<file path="src/rtl/ohdd_pkg.sv">
// Shared types, constants and helper functions for the HT20 demapper and deinterleaver
package ohdd_pkg;

	localparam int SUBCARRIERS          = 52;
	localparam int COLUMNS              = 13;
	localparam int MAX_BITS_PER_CARRIER = 6;
	localparam int STORE_DEPTH          = SUBCARRIERS * MAX_BITS_PER_CARRIER;

	localparam int ADDR_W = $clog2(STORE_DEPTH);
	localparam int CNT_W  = $clog2(SUBCARRIERS + 1);
	localparam int T_W    = $clog2(MAX_BITS_PER_CARRIER);
	localparam int NB_W   = 3;
	localparam int MCS_W  = 3;
	localparam int SAMP_W = 16;

	localparam logic [NB_W-1:0] NB_BPSK  = 3'd1;
	localparam logic [NB_W-1:0] NB_QPSK  = 3'd2;
	localparam logic [NB_W-1:0] NB_QAM16 = 3'd4;
	localparam logic [NB_W-1:0] NB_QAM64 = 3'd6;

	localparam logic [SAMP_W:0] QAM16_INNER_MAX = 17'd5181;
	localparam logic [SAMP_W:0] QAM64_MID_MAX   = 17'd5056;
	localparam logic [SAMP_W:0] QAM64_BAND_MIN  = 17'd2529;
	localparam logic [SAMP_W:0] QAM64_BAND_MAX  = 17'd7584;

	typedef struct packed {
		logic signed [SAMP_W-1:0] i_sample;
		logic signed [SAMP_W-1:0] q_sample;
	} in_item_t;

	typedef struct packed {
		logic [MAX_BITS_PER_CARRIER-1:0] bit_group;
		logic [NB_W-1:0]                 group_width;
		logic                            symbol_end;
	} out_item_t;

	typedef struct packed {
		logic             accept;
		logic             issue;
		logic             rd_start;
		logic             rd_issue;
		logic             push;
		logic             last_group;
		logic [T_W-1:0]   bit_idx;
		logic [CNT_W-1:0] carrier;
	} cmd_t;

	typedef struct packed {
		logic [NB_W-1:0] nb;
		logic            pipe_busy;
		logic            out_free;
	} sts_t;

	function automatic logic [NB_W-1:0] nbpsc_of_mcs(input logic [MCS_W-1:0] mcs);
		logic [NB_W-1:0] nb;
		if (mcs == 3'd0)
			nb = NB_BPSK;
		else if (mcs inside {[3'd1:3'd2]})
			nb = NB_QPSK;
		else if (mcs inside {[3'd3:3'd4]})
			nb = NB_QAM16;
		else
			nb = NB_QAM64;
		return nb;
	endfunction

	// floor(x/3) for x below 512
	function automatic logic [ADDR_W-2:0] div3(input logic [ADDR_W-1:0] x);
		logic [18:0] p;
		p = 19'(x) * 19'd683;
		return p[18:11];
	endfunction

	// j / s with s = max(nbpsc/2, 1)
	function automatic logic [ADDR_W-1:0] div_s(input logic [ADDR_W-1:0] x,
		input logic [NB_W-1:0] nb);
		logic [ADDR_W-1:0] r;
		case (nb)
			NB_QAM16: r = x >> 1;
			NB_QAM64: r = ADDR_W'(div3(x));
			default:  r = x;
		endcase
		return r;
	endfunction

	// x * s
	function automatic logic [ADDR_W-1:0] mul_s(input logic [ADDR_W-1:0] x,
		input logic [NB_W-1:0] nb);
		logic [ADDR_W-1:0] r;
		case (nb)
			NB_QAM16: r = x << 1;
			NB_QAM64: r = x + (x << 1);
			default:  r = x;
		endcase
		return r;
	endfunction

	// x / rows with rows = 4 * nbpsc
	function automatic logic [6:0] div_rows(input logic [ADDR_W-1:0] x,
		input logic [NB_W-1:0] nb);
		logic [6:0] r;
		case (nb)
			NB_BPSK:  r = 7'(x >> 2);
			NB_QPSK:  r = 7'(x >> 3);
			NB_QAM16: r = 7'(x >> 4);
			default:  r = 7'(div3(x) >> 3);
		endcase
		return r;
	endfunction

	function automatic logic [MAX_BITS_PER_CARRIER-1:0] demap(
		input logic signed [SAMP_W-1:0] re,
		input logic signed [SAMP_W-1:0] im,
		input logic [NB_W-1:0]          nb);
		logic [SAMP_W:0]                 a;
		logic [SAMP_W:0]                 c;
		logic                            re_nn;
		logic                            im_nn;
		logic                            re_pos;
		logic                            im_pos;
		logic [MAX_BITS_PER_CARRIER-1:0] b;
		a      = re[SAMP_W-1] ? (17'd0 - {re[SAMP_W-1], re}) : {1'b0, re};
		c      = im[SAMP_W-1] ? (17'd0 - {im[SAMP_W-1], im}) : {1'b0, im};
		re_nn  = !re[SAMP_W-1];
		im_nn  = !im[SAMP_W-1];
		re_pos = re_nn && (re != 16'sd0);
		im_pos = im_nn && (im != 16'sd0);
		case (nb)
			NB_QPSK:  b = {4'b0, im_nn, re_nn};
			NB_QAM16: b = {2'b0, c <= QAM16_INNER_MAX, im_pos, a <= QAM16_INNER_MAX, re_pos};
			NB_QAM64: b = {(c >= QAM64_BAND_MIN) && (c <= QAM64_BAND_MAX), c <= QAM64_MID_MAX,
				im_pos, (a >= QAM64_BAND_MIN) && (a <= QAM64_BAND_MAX), a <= QAM64_MID_MAX,
				re_pos};
			default:  b = {5'b0, re_nn};
		endcase
		return b;
	endfunction

endpackage

</file>
<file path="src/rtl/ofdm_ht_demap_deinterleave_top.sv">
// Top level of the HT20 hard demapper and deinterleaver
//
// Input channel in_valid/in_ready/in_data carries one equalized subcarrier (I, Q in Q2.13)
// per transfer. Output channel out_valid/out_ready/out_data carries one group of nbpsc
// deinterleaved bits per transfer; symbol_end marks the 52nd group of a symbol.
// cfg_we/cfg_wdata write the MCS register; write it only while the block is idle.
// Each accepted subcarrier is written bit by bit: one bit of the decision enters the
// four-stage address pipeline (k = 13*i - (N-1)*(i/rows)) per cycle, and the single
// write port of the 312 x 1 bit store takes one bit per cycle. A new subcarrier is
// taken only once every bit of the last one has been written to the store.
// After the 52nd subcarrier the store is read group by group, one bit per cycle within
// a group; once its bits are collected, each group is loaded into the output register.
// in_ready stays low during the drain.
// A stalled receiver holds the output register and stops the drain; a new subcarrier is
// still taken while the last group of a symbol waits in the output register.
// Reset clears the MCS register to 0, the subcarrier count and all handshakes; the bit
// store is not cleared.
module ofdm_ht_demap_deinterleave_top (
	input  logic                       clk,
	input  logic                       arst_n,
	input  logic                       in_valid,
	output logic                       in_ready,
	input  ohdd_pkg::in_item_t         in_data,
	output logic                       out_valid,
	input  logic                       out_ready,
	output ohdd_pkg::out_item_t        out_data,
	input  logic                       cfg_we,
	input  logic [ohdd_pkg::MCS_W-1:0] cfg_wdata
);
	import ohdd_pkg::*;

	cmd_t cmd;
	sts_t sts;

	ohdd_ctrl u_ctrl (
		.clk      (clk),
		.arst_n   (arst_n),
		.in_valid (in_valid),
		.in_ready (in_ready),
		.cmd      (cmd),
		.sts      (sts)
	);

	ohdd_datapath u_datapath (
		.clk       (clk),
		.arst_n    (arst_n),
		.in_data   (in_data),
		.cfg_we    (cfg_we),
		.cfg_wdata (cfg_wdata),
		.cmd       (cmd),
		.sts       (sts),
		.out_ready (out_ready),
		.out_valid (out_valid),
		.out_data  (out_data)
	);

endmodule

</file>
<file path="src/rtl/ohdd_datapath.sv">
// Datapath: demap, deinterleave address pipeline, bit store and output register
module ohdd_datapath (
	input  logic                         clk,
	input  logic                         arst_n,
	input  ohdd_pkg::in_item_t           in_data,
	input  logic                         cfg_we,
	input  logic [ohdd_pkg::MCS_W-1:0]   cfg_wdata,
	input  ohdd_pkg::cmd_t               cmd,
	output ohdd_pkg::sts_t               sts,
	input  logic                         out_ready,
	output logic                         out_valid,
	output ohdd_pkg::out_item_t          out_data
);
	import ohdd_pkg::*;

	logic [MCS_W-1:0]                mcs_q;
	logic [NB_W-1:0]                 nb_q;
	logic [NB_W-1:0]                 nb_new;
	logic [MAX_BITS_PER_CARRIER-1:0] dm_q;
	logic [ADDR_W-1:0]               j_q;

	logic [ADDR_W-1:0] jdivs_a;
	logic [1:0]        jmods_a;
	logic [6:0]        jdivr_a;

	logic              v_s1;
	logic              bit_s1;
	logic [ADDR_W-1:0] jdivs_s1;
	logic [1:0]        jmods_s1;
	logic [6:0]        jdivr_s1;

	logic [7:0]        sum_b;
	logic [7:0]        sdiv_b;
	logic [1:0]        summod_b;
	logic [ADDR_W-1:0] i_b;

	logic              v_s2;
	logic              bit_s2;
	logic [ADDR_W-1:0] i_s2;

	logic              v_s3;
	logic              bit_s3;
	logic [ADDR_W-1:0] i_s3;
	logic [3:0]        q_s3;

	logic [ADDR_W-1:0] n_d;
	logic [ADDR_W-1:0] nm1_d;
	logic [12:0]       k_full_d;
	logic [ADDR_W-1:0] k_d;

	logic                            bit_store_q [STORE_DEPTH];
	logic [ADDR_W-1:0]               rd_ptr_q;
	logic                            rd_bit_q;
	logic                            rd_v_s1;
	logic [T_W-1:0]                  rd_t_s1;
	logic [MAX_BITS_PER_CARRIER-1:0] grp_q;

	logic      out_valid_q;
	out_item_t out_q;

	assign nb_new = nbpsc_of_mcs(mcs_q);

	always_ff @(posedge clk or negedge arst_n) begin
		if (!arst_n) begin
			mcs_q <= '0;
		end else if (cfg_we) begin
			mcs_q <= cfg_wdata;
		end
	end

	always_ff @(posedge clk or negedge arst_n) begin
		if (!arst_n) begin
			nb_q <= NB_BPSK;
		end else if (cmd.accept) begin
			nb_q <= nb_new;
		end
	end

	always_ff @(posedge clk) begin
		if (cmd.accept) begin
			dm_q <= demap(in_data.i_sample, in_data.q_sample, nb_new);
			j_q  <= ADDR_W'(cmd.carrier) * ADDR_W'(nb_new);
		end else if (cmd.issue) begin
			j_q <= j_q + ADDR_W'(1);
		end
	end

	assign jdivs_a = div_s(j_q, nb_q);
	assign jmods_a = 2'(j_q - mul_s(jdivs_a, nb_q));
	assign jdivr_a = div_rows(j_q, nb_q);

	assign sum_b  = 8'(jmods_s1) + 8'(jdivr_s1);
	assign sdiv_b = div3(ADDR_W'(sum_b));
	always_comb begin
		case (nb_q)
			NB_QAM16: summod_b = {1'b0, sum_b[0]};
			NB_QAM64: summod_b = 2'(sum_b - (sdiv_b + (sdiv_b << 1)));
			default:  summod_b = 2'd0;
		endcase
	end
	assign i_b = mul_s(jdivs_s1, nb_q) + ADDR_W'(summod_b);

	assign n_d      = ADDR_W'(nb_q) * ADDR_W'(SUBCARRIERS);
	assign nm1_d    = n_d - ADDR_W'(1);
	assign k_full_d = 13'(COLUMNS) * 13'(i_s3) - 13'(nm1_d) * 13'(q_s3);
	assign k_d      = k_full_d[ADDR_W-1:0];

	always_ff @(posedge clk or negedge arst_n) begin
		if (!arst_n) begin
			v_s1    <= 1'b0;
			v_s2    <= 1'b0;
			v_s3    <= 1'b0;
			rd_v_s1 <= 1'b0;
		end else begin
			v_s1    <= cmd.issue;
			v_s2    <= v_s1;
			v_s3    <= v_s2;
			rd_v_s1 <= cmd.rd_issue;
		end
	end

	always_ff @(posedge clk) begin
		bit_s1   <= dm_q[cmd.bit_idx];
		jdivs_s1 <= jdivs_a;
		jmods_s1 <= jmods_a;
		jdivr_s1 <= jdivr_a;
		bit_s2   <= bit_s1;
		i_s2     <= i_b;
		bit_s3   <= bit_s2;
		i_s3     <= i_s2;
		q_s3     <= 4'(div_rows(i_s2, nb_q));
		rd_t_s1  <= cmd.bit_idx;
	end

	always_ff @(posedge clk) begin
		if (v_s3) begin
			bit_store_q[k_d] <= bit_s3;
		end
		if (cmd.rd_issue) begin
			rd_bit_q <= bit_store_q[rd_ptr_q];
		end
	end

	always_ff @(posedge clk or negedge arst_n) begin
		if (!arst_n) begin
			rd_ptr_q <= '0;
		end else if (cmd.rd_start) begin
			rd_ptr_q <= '0;
		end else if (cmd.rd_issue) begin
			rd_ptr_q <= rd_ptr_q + ADDR_W'(1);
		end
	end

	always_ff @(posedge clk) begin
		if (cmd.accept || cmd.push) begin
			grp_q <= '0;
		end else if (rd_v_s1) begin
			grp_q[rd_t_s1] <= rd_bit_q;
		end
	end

	always_ff @(posedge clk or negedge arst_n) begin
		if (!arst_n) begin
			out_valid_q <= 1'b0;
		end else if (cmd.push) begin
			out_valid_q <= 1'b1;
		end else if (out_ready) begin
			out_valid_q <= 1'b0;
		end
	end

	always_ff @(posedge clk) begin
		if (cmd.push) begin
			out_q.bit_group   <= grp_q;
			out_q.group_width <= nb_q;
			out_q.symbol_end  <= cmd.last_group;
		end
	end

	assign sts.nb        = nb_q;
	assign sts.pipe_busy = v_s1 || v_s2 || v_s3;
	assign sts.out_free  = !out_valid_q || out_ready;

	assign out_valid = out_valid_q;
	assign out_data  = out_q;

endmodule

</file>
<file path="src/rtl/ohdd_ctrl.sv">
// Controller: sequences bit writes per subcarrier and group reads per symbol
module ohdd_ctrl (
	input  logic           clk,
	input  logic           arst_n,
	input  logic           in_valid,
	output logic           in_ready,
	output ohdd_pkg::cmd_t cmd,
	input  ohdd_pkg::sts_t sts
);
	import ohdd_pkg::*;

	typedef enum logic [5:0] {
		ST_IDLE  = 6'b000001,
		ST_WRITE = 6'b000010,
		ST_DRAIN = 6'b000100,
		ST_READ  = 6'b001000,
		ST_LAST  = 6'b010000,
		ST_PUSH  = 6'b100000
	} state_t;

	state_t           state_q;
	state_t           state_d;
	logic [T_W-1:0]   t_q;
	logic [T_W-1:0]   t_d;
	logic [CNT_W-1:0] carrier_q;
	logic [CNT_W-1:0] carrier_d;
	logic [CNT_W-1:0] grp_idx_q;
	logic [CNT_W-1:0] grp_idx_d;
	logic             t_last;

	assign t_last = (t_q == T_W'(sts.nb - NB_W'(1)));

	always_comb begin
		state_d        = state_q;
		t_d            = t_q;
		carrier_d      = carrier_q;
		grp_idx_d      = grp_idx_q;
		in_ready       = 1'b0;
		cmd            = '0;
		cmd.bit_idx    = t_q;
		cmd.carrier    = carrier_q;
		cmd.last_group = (grp_idx_q == CNT_W'(SUBCARRIERS - 1));
		case (state_q)
			ST_IDLE: begin
				in_ready = 1'b1;
				if (in_valid) begin
					cmd.accept = 1'b1;
					t_d        = '0;
					state_d    = ST_WRITE;
				end
			end
			ST_WRITE: begin
				cmd.issue = 1'b1;
				if (t_last) begin
					t_d       = '0;
					carrier_d = carrier_q + CNT_W'(1);
					state_d   = ST_DRAIN;
				end else begin
					t_d = t_q + T_W'(1);
				end
			end
			ST_DRAIN: begin
				if (!sts.pipe_busy) begin
					if (carrier_q == CNT_W'(SUBCARRIERS)) begin
						carrier_d    = '0;
						grp_idx_d    = '0;
						cmd.rd_start = 1'b1;
						state_d      = ST_READ;
					end else begin
						state_d = ST_IDLE;
					end
				end
			end
			ST_READ: begin
				cmd.rd_issue = 1'b1;
				if (t_last) begin
					t_d     = '0;
					state_d = ST_LAST;
				end else begin
					t_d = t_q + T_W'(1);
				end
			end
			ST_LAST: begin
				state_d = ST_PUSH;
			end
			ST_PUSH: begin
				if (sts.out_free) begin
					cmd.push = 1'b1;
					if (cmd.last_group) begin
						state_d = ST_IDLE;
					end else begin
						grp_idx_d = grp_idx_q + CNT_W'(1);
						state_d   = ST_READ;
					end
				end
			end
			default: begin
				state_d = ST_IDLE;
			end
		endcase
	end

	always_ff @(posedge clk or negedge arst_n) begin
		if (!arst_n) begin
			state_q   <= ST_IDLE;
			t_q       <= '0;
			carrier_q <= '0;
			grp_idx_q <= '0;
		end else begin
			state_q   <= state_d;
			t_q       <= t_d;
			carrier_q <= carrier_d;
			grp_idx_q <= grp_idx_d;
		end
	end

endmodule

</file>
<file path="config.mk">
export PLATFORM = sky130hd
export DESIGN_NAME = ofdm_ht_demap_deinterleave_top
export DESIGN_NICKNAME = d
export VERILOG_FILES = /design/src/rtl/ohdd_pkg.sv /design/src/rtl/ofdm_ht_demap_deinterleave_top.sv /design/src/rtl/ohdd_datapath.sv /design/src/rtl/ohdd_ctrl.sv
export SDC_FILE = /design/constraint.sdc
export NUM_CORES = 1
export LEC_CHECK = 0
export BUFFER_PORTS_ARGS = -buffer_cell sky130_fd_sc_hd__buf_2
export CORE_UTILIZATION = 69
export DETAILED_ROUTE_END_ITERATION = 16
export PLACE_DENSITY = 0.85
export SYNTH_ARGS = -nofsm -noshare
export SYNTH_HDL_FRONTEND = slang
export SYNTH_SLANG_ARGS = --single-unit
</file>
<file path="constraint.sdc">
create_clock -name clk -period 17 [get_ports clk]
set_input_delay 0.85 -clock clk [delete_from_list [all_inputs] [get_ports clk]]
set_output_delay 0.85 -clock clk [all_outputs]
set_load 0.01 [all_outputs]
</file>
Word-level counts from Yosys, hierarchy flattened
Memory sizes are Yosys's and may differ from the RTL's. A register that Yosys moved wholly into a read port is not among the register bits.
Index checks and enable logic that the tools add are counted.
{"block": "word_totals", "mem_count": 1, "ff_bits": 118, "inputBits": 40, "ramBits": 312, "out_inout_bits": 12}
{"block": "op_classes", "add_sub_neg": 17, "order_cmp": 15, "multipliers": 7, "mux": 53, "n_reduce_logical": 28, "n_eq_ne": 23}
{"memory": "u_datapath.bit_store_q", "depth": 312, "word_bits": 1, "read_ports": 1, "rd_clocked_by_memory_dff": 1, "write_ports": 1, "line": "ohdd_datapath.sv:51", "source": "logic bit_store_q [STORE_DEPTH];"}
{"op": "$le A17 B13 Y1 const B", "n": 6}
{"op": "$mux W6", "n": 10}
{"op": "$mux W9", "n": 4}
{"op": "$pmux W6 S6", "n": 1}
{"op": "$pmux W9 S2", "n": 2}
{"op": "$ge A17 B12 Y1 const B", "n": 2}
{"op": "$mux W17", "n": 2}
{"op": "$sub A1 B16 Y17 const A", "n": 2}
{"op": "$reduce_bool A16 Y1", "n": 2}
{"op": "$pmux W6 S2", "n": 2}
{"op": "$pmux W7 S3", "n": 1}
{"op": "$mul A9 B10 Y19 const B", "n": 1}
{"op": "$add A9 B1 Y9 const B", "n": 2}
{"op": "$eq A6 B6 Y1 const B", "n": 3}
{"op": "$mul A9 B10 Y18 const B", "n": 1}
{"op": "$pmux W6 S3", "n": 1}
{"op": "$mux W1", "n": 16}
{"op": "$mul A8 B10 Y13 const B", "n": 1}
{"op": "$add A6 B1 Y6 const B", "n": 2}
{"op": "$eq A3 B3 Y1 const B", "n": 4}
{"op": "$mux W3", "n": 4}
{"op": "$pmux W4 S3", "n": 1}
{"op": "$reduce_bool A2 Y1", "n": 6}
{"op": "$reduce_and A5 Y1", "n": 2}
{"op": "other kinds (42)", "n": 65}

Depth between registers and ports, before layout
Gate-level depths: netlist of run 1.
{"block": "logic_depth", "depth_word": 7, "depth_mapped": 28, "depth_no_buf": 28}

Cells and area by module
Synthesis of run 1 repeated with hierarchy kept, for this count alone.
{"block": "unflattened", "cells_unflattened": 2238, "hier_area_um2": 25727.2}
{"mod": "ohdd_datapath", "n_inst": 1, "area_per_inst_um2": 24354.6, "cells_each": 2090}
{"mod": "ohdd_ctrl", "n_inst": 1, "area_per_inst_um2": 1372.6, "cells_each": 148}

Least setup slack after synthesis of run 1
No wires, ideal clock.
{"block": "synth_timing", "kind": "register -> register", "startpoint": "register u_datapath.nb_q[0]", "endpoint": "memory u_datapath.bit_store_q[248] (enable)", "setup_ps": 303, "required_time_ps": 16697, "setup_slack_ps": 10584, "stages_incl_launch_ff": 23, "t_arrival_ps": 6113, "n_path_buf": 2, "path_cell_list": "dfstp_2 -> inv_1 -> ha_1 -> ha_1 -> inv_1 -> fa_1 -> xnor2_1 -> and2_1 -> fa_1 -> fa_1 -> fa_1 -> inv_1 -> fa_1 -> ha_1 -> o21ai_0 -> o21bai_1 -> a21oi_1 -> xnor3_1 -> xnor2_2 -> buf_8 -> nand3_4 -> buf_6 -> nor2_1"}
{"block": "synth_between", "elab_chain_len": 4}
{"element": "from (decl)", "line": "ohdd_datapath.sv:17", "source": "logic [NB_W-1:0] nb_q;"}
{"element": "from (signal assigned)", "line": "ohdd_datapath.sv:75", "source": "nb_q <= nb_new;"}
{"element": "$mul A3 B4 Y7", "line": "ohdd_datapath.sv:103", "source": "assign n_d = ADDR_W'(nb_q) * ADDR_W'(SUBCARRIERS);"}
{"element": "$sub A9 B1 Y9", "line": "ohdd_datapath.sv:104", "source": "assign nm1_d = n_d - ADDR_W'(1);"}
{"element": "$mul A9 B4 Y9", "line": "ohdd_datapath.sv:105", "source": "assign k_full_d = 13'(COLUMNS) * 13'(i_s3) - 13'(nm1_d) * 13'(q_s3);"}
{"element": "$sub A9 B9 Y9", "line": "ohdd_datapath.sv:105"}
{"element": "to (decl)", "line": "ohdd_datapath.sv:51"}
No other way between the ends.

Worst setup path after layout of run 1
{"block": "layout_timing", "startpoint": "register u_datapath.nb_q[0]", "endpoint": "memory u_datapath.bit_store_q[135] (enable)"}
Same word-level chain as after synthesis.

==> reports/results.ini, run 1 <==
[worst_hold_path]
hold_class=flip-flop to flip-flop

[clocking]
cts.path.max_buffers=3
cts_tree=built
numCtsBuffers=43
htree_levels=2
postCtsHoldBufs=0
root_buffer=clkbuf_16
clock_latency_ns=0.55
cts.sinks=431
cts_setup_buffers=0
cts_resized=0
clk_pin_slew_worst_paths_ns=0.07

[route]
first_pass_iters=6
drc=0
wl_um=57200
ant_nets=0
vias_per_cell=6.37
vias=17700
wl_per_cell_um=20.7
drt_iter0_markers=1831

[global_routing]
grt_usage=0.303
grt_pass1_wl_um=91200
grt_pass1_vias=18000
grt_max_degree=121
antenna_found_initial=1
grt-ovfl-total=0

[run_status]
status=completed

[critical_path]
path_class=flip-flop to flip-flop
cp-start-kind=flip-flop
worstPathArrival_ns=8.14
required_ns=17.23
cp-end-kind=flip-flop
cp_max_fo=32
r2r_slack_ns=9.09

[yosys]
synth_edf_count=338
ys_types=90
synth_seq_cells=431
yosysSeqAreaShare=0.472
syn_nets=2553
synth.area.top_cells=edfxtp_1, ha_1, fa_1
async_flop_share=0.0951
synth_warnings=0
synthCells=2257
syn_avg_cell_area_um2=11.5
synth.top_cell.area_share=0.392
ys.flop_type=edfxtp_1
yosysTopAreaCell=edfxtp_1
synth_area_um2=25900

[timing]
post-route-min-period_ns=7.91
grt_setup_unrepaired=false
maxSlewViolCount=0
skew_ns=0.0110
worst_pin_slew_ns=1.24
fin_tns_setup_ns=0
relSlewSlack=0.170
period_share=0.465
max_freq_ghz=0.126
setup_viol=0
hold_viol_final=0

[finish]
antenna_cells=0
layout_common_cells=nor2_1, edfxtp_1, inv_1, ha_1, nand2_1
layout.cells.most_common=nor2_1
final_nets=2567
fin_cells=2770
synthToLayoutAreaGrowth_pct=6.81
drive_gt1_frac=0.102

[job]
max-cap-violations=0

[placement]
dp.cells=2694
gp_congestion=0.902
dp_hpwl_um=38500
io_buffers=51

[die]
die_x_um=196
initial_core_util=0.704
dieArea_um2=38300
fp.dieH_um=196
rows=70
fp.coreArea_um2=36800
pin_count=52

[per-stage QoR]
| step | area [um2] | utilization | hold slack (ns) | worst slack (ns) |
|---|---|---|---|---|
| 5_1_grt | 27700 | 0.752 | 0.333 | 8.71 |
| 2_1_floorplan | 25900 | - | 0.310 | 10.58 |
| 6_report | 27700 | 0.752 | 0.321 | 9.09 |
| 3_3_place_gp | 26300 | 0.715 | 0.311 | 9.64 |
| 4_1_cts | 27700 | 0.752 | 0.322 | 9.15 |
| 3_5_place_dp | 26300 | 0.715 | 0.315 | 9.20 |
[synth_stat cells (6+ instances only)]
master	number
nor2_1	394
edfxtp_1	338
inv_1	188
ha_1	168
nand2_1	125
fa_1	88
a21oi_1	69
xnor2_1	69
mux4_2	64
o21ai_0	63
mux2i_1	53
dfxtp_1	52
clkbuf_1	48
nand3_1	44
dfrtp_1	39
xor2_1	39
nor2b_1	31
nor3_1	28
nand2b_1	18
a22oi_1	17
o31ai_1	16
and2_1	15
and3_1	15
buf_6	15
nand3b_1	14
a21o_1	12
a22o_1	12
a31oi_1	12
buf_2	11
mux2_2	11
buf_1	10
nand4_1	10
o211ai_1	10
buf_4	9
nand3_4	9
nor3b_1	9
nor4_1	9
or2_2	9
a221o_1	7
a211oi_1	6
nand4b_1	6
o221ai_1	6
or4_1	6
[flip-flops by register name, summed over array words and instances (netlist names), 4 cells and up]
signal,count
u_datapath.jdivr_s1,7
u_ctrl.carrier_q,6
u_datapath.dm_q,6
u_ctrl.grp_idx_q,6
u_datapath.q_s3,4
u_datapath.out_data,10
u_datapath.j_q,9
u_datapath.jdivs_s1,9
u_datapath.bit_store_q,312
u_datapath.i_s3,9
u_datapath.rd_ptr_q,9
u_datapath.grp_q,6
u_ctrl.state_q,6
u_datapath.i_s2,9
[layout make-up]
cell class / count / area (um2)
Multi-Input combinational cell: 1543 / 12400
Sequential cell: 431 / 12200
Fill cell: 2294 / 9120
Clock buffer: 57 / 1180
Inverter: 189 / 709
Tap cell: 468 / 586
Timing Repair Buffer: 63 / 345
Clock inverter: 19 / 168
[critical path, stage by stage (launching register included)]
cell	delay, ns
dfstp_2	0.67
inv_1	0.15
ha_1	0.41
ha_1	0.25
inv_1	0.07
fa_1	0.45
xnor2_1	0.28
and2_1	0.19
fa_1	0.43
fa_1	0.47
fa_1	0.56
inv_1	0.06
fa_1	0.48
ha_1	0.38
o21ai_0	0.10
o21bai_1	0.09
a21oi_1	0.16
xnor3_1	0.46
xnor2_2	0.19
buf_4	0.32
nand3_1	0.93
nor2_1	0.47
[cells by family (layout without fill, tap and decap cells)]
logic type | Yosys count | count (layout) | synth area share
DFF | 431 | 431 | 0.472
buffers and inverters | 283 | 328 | 0.0476
muxes | 128 | 128 | 0.0809
adders and majority gates | 256 | 256 | 0.149
other | 1 | 1 | 0.000145
AOI/OAI and AO/OA | 287 | 287 | 0.0742
xor gates and xnor gates | 110 | 110 | 0.0380
and+or+nand+nor | 761 | 761 | 0.138
[final timing paths]
check,start,to,depth (start not counted)
max,u_datapath.nb_q[0],u_datapath.bit_store_q[135],21
min,u_datapath.bit_s2,u_datapath.bit_s3,0
max reg2reg,u_datapath.nb_q[0],u_datapath.bit_store_q[135],21
min reg2reg,u_datapath.bit_s2,u_datapath.bit_s3,0
max in group asynchronous,arst_n,u_datapath.rd_ptr_q[0],1
min in group asynchronous,arst_n,u_datapath.mcs_q[2],1
[routing by layer]
layer / global-route usage / part of all wire / up-vias
li1: - / - / 8023
met1: 0.383 / 0.38 / 8611
met2: 0.534 / 0.51 / 858
met3: 0.0466 / 0.082 / 160
met4: 0.106 / 0.030 / 2
met5: 0 / 0.00026 / -
Power of run 1 is not shown: default switching activity piles up to over one toggle a cycle in this logic, so the estimate is an artifact.
==> run 2: changes to the inputs <==
- ABC_AREA: not set -> 1
- CORE_UTILIZATION: 69 -> 64
- PLACE_DENSITY: 0.85 -> 0.79
- clock period: 17 -> 7.97 ns (I/O delays scaled with it)
==> run 2 against run 1 <==
Against the previous run:
- die area is 11% higher
- final cell count is 30% higher
- via count is 20% higher
- critical path depth is 5 higher
- critical path type unchanged
- critical endpoint is now u_datapath.bit_store_q[226]
- highest routed layer is now met4
==> reports/results.ini, run 2 <==
[run_status]
status=completed

[finish]
fill_cells=3052
register_area_um2=12200
final_nets=3342
synthToLayoutAreaGrowth_pct=7.74
largest_register_ffs=312
layout_common_cells=nor2_1, nand2_1, inv_1, edfxtp_1, o21ai_0
antenna_cells=0
layout.cells.most_common=nor2_1
multiInputGateArea_um2=12600
regMostFlops=u_datapath.bit_store_q
drive_gt1_frac=0.0630

[yosys]
syn_avg_cell_area_um2=8.80
synth_edf_count=338
synth-xor-area-share=0.0207
synth.area.top_cells=edfxtp_1, nor2_1, ha_1
synth_compound_area_frac=0.0833
yosys.area_share.adder=0.145
yosysTopAreaCell=edfxtp_1
ys.flop_type=edfxtp_1
synth_warnings=0
syn_nets=3330
async_flop_share=0.0951
yosys.area_share.simple=0.221
ys_types=57
synth_area_um2=26700
synth_top_family_by_area=simple AND/OR/NAND/NOR gates
yosysSeqAreaShare=0.457
synth.most_common_cell=nor2_1
synth_mux_area_frac=0.000843
synth_seq_cells=431
synthCells=3034
synth_commonest_cells=nor2_1, nand2_1, inv_1
synth.top_cell.area_share=0.380

[route]
first_pass_iters=5
ant_nets=0
wl_um=64500
vias_per_cell=5.87
vias=21200
wl_per_cell_um=17.8
drt_iter0_markers=1839
drc=0

[clocking]
numCtsBuffers=43
cts.path.max_buffers=3
clk_pin_slew_worst_paths_ns=0.06
htree_levels=2
root_buffer=clkbuf_16
cts.sinks=431
cts_setup_buffers=0
clock_latency_ns=0.57
cts_resized=0
cts_tree=built
postCtsHoldBufs=0

[global_routing]
antenna_found_initial=0
grt-ovfl-total=0
grt_pass1_vias=20600
grt_pass1_wl_um=102000
grt_usage=0.305
grt_max_degree=140

[critical_path]
critical_path_buf_inv_count=3
cp-end-kind=flip-flop
cp-start-kind=flip-flop
worstPathArrival_ns=7.74
cpMostUsedCell=fa_1
crit_path_max_incr_delay_ns=0.63
required_ns=8.20
path_class=flip-flop to flip-flop
cp_max_fo=16
critical_path.slowest_cell=dfstp_2
crit_family=adder cells

[die]
die_x_um=206
fp.dieH_um=206
rows=74
initial_core_util=0.651
dieArea_um2=42600
fp.coreArea_um2=41000
pin_count=52

[timing]
fin_tns_setup_ns=0
setup_viol=0
skew_ns=0.0276
maxSlewViolCount=0
max_freq_ghz=0.133
relSlewSlack=0.175
post-route-min-period_ns=7.51
hold_viol_final=0
grt_setup_unrepaired=false
worst_pin_slew_ns=1.23
period_share=0.942

[placement]
io_buffers=51
gp_congestion=0.885
dp_hpwl_um=41600

[worst_hold_path]
hold_class=input pin to asynchronous set/reset pin

[job]
max-cap-violations=0

==> run 2: cell types whose count changed in the layout (fill, tap and decap cells not counted), moves of 53 or more <==
cell     change
inv_1      +184
o21ai_0    +142
mux4_2      -64
nand3_1    +101
nor2_1     +279
mux2i_1     -53
nand2_1    +338
==> run 2: final cells by class <==
type | count | area share
timing repair buffer | 80 | 0.0164
multi-input combinational | 2111 | 0.437
clock inverter | 30 | 0.0109
inverter | 379 | 0.0495
clock buffer | 50 | 0.0383
tap | 532 | 0.0231
sequential | 431 | 0.425
==> run 2: through the flow <==
stage                     instances  setup WS, ns  hold slack, ns  instance area (um2)   util
after global routing           3613        0.0439          0.0836                28800  0.702
after global placement         3533         0.801           0.312                27400  0.667
after detailed placement       3533         0.551           0.317                27400  0.667
after floorplan                3034          1.59           0.103                26700      -
after CTS                      3613         0.512          0.0193                28800  0.702
final                          3613         0.462         0.00853                28800  0.702
==> run 2: final timing paths <==
kind	from	end	slack, ns	cells after the start
worst max-delay path	u_datapath.nb_q[0]	u_datapath.bit_store_q[226]	0.46	26
worst min-delay path	arst_n	u_datapath.mcs_q[0]	0.009	1
worst max register to register	u_datapath.nb_q[0]	u_datapath.bit_store_q[226]	0.46	26
worst min register to register	u_datapath.bit_s2	u_datapath.bit_s3	0.33	0
max in group asynchronous	arst_n	u_datapath.rd_ptr_q[0]	7.24	1
min in group clk	cfg_wdata[2]	u_datapath.mcs_q[2]	0.07	3
==> run 2: cells by family after synthesis <==
logic type | after synthesis
and+or+nand+nor | 1399
buffers and inverters | 492
DFF | 431
AOI/OAI and AO/OA | 393
adders and majority gates | 256
xor gates and xnor gates | 60
muxes | 2
other | 1
==> run 2: layer usage <==
layer  part of all wire  global-route usage  wire (um)  vias to the layer above
li1                   -                   -          -                    10000
met1               0.38               0.376      24400                    10100
met2               0.50               0.544      32400                      890
met3              0.077              0.0345       4970                      200
met4              0.042               0.126       2710                        0
met5                  0                   0          0                        -
Power of run 2 is left out for the same reason.
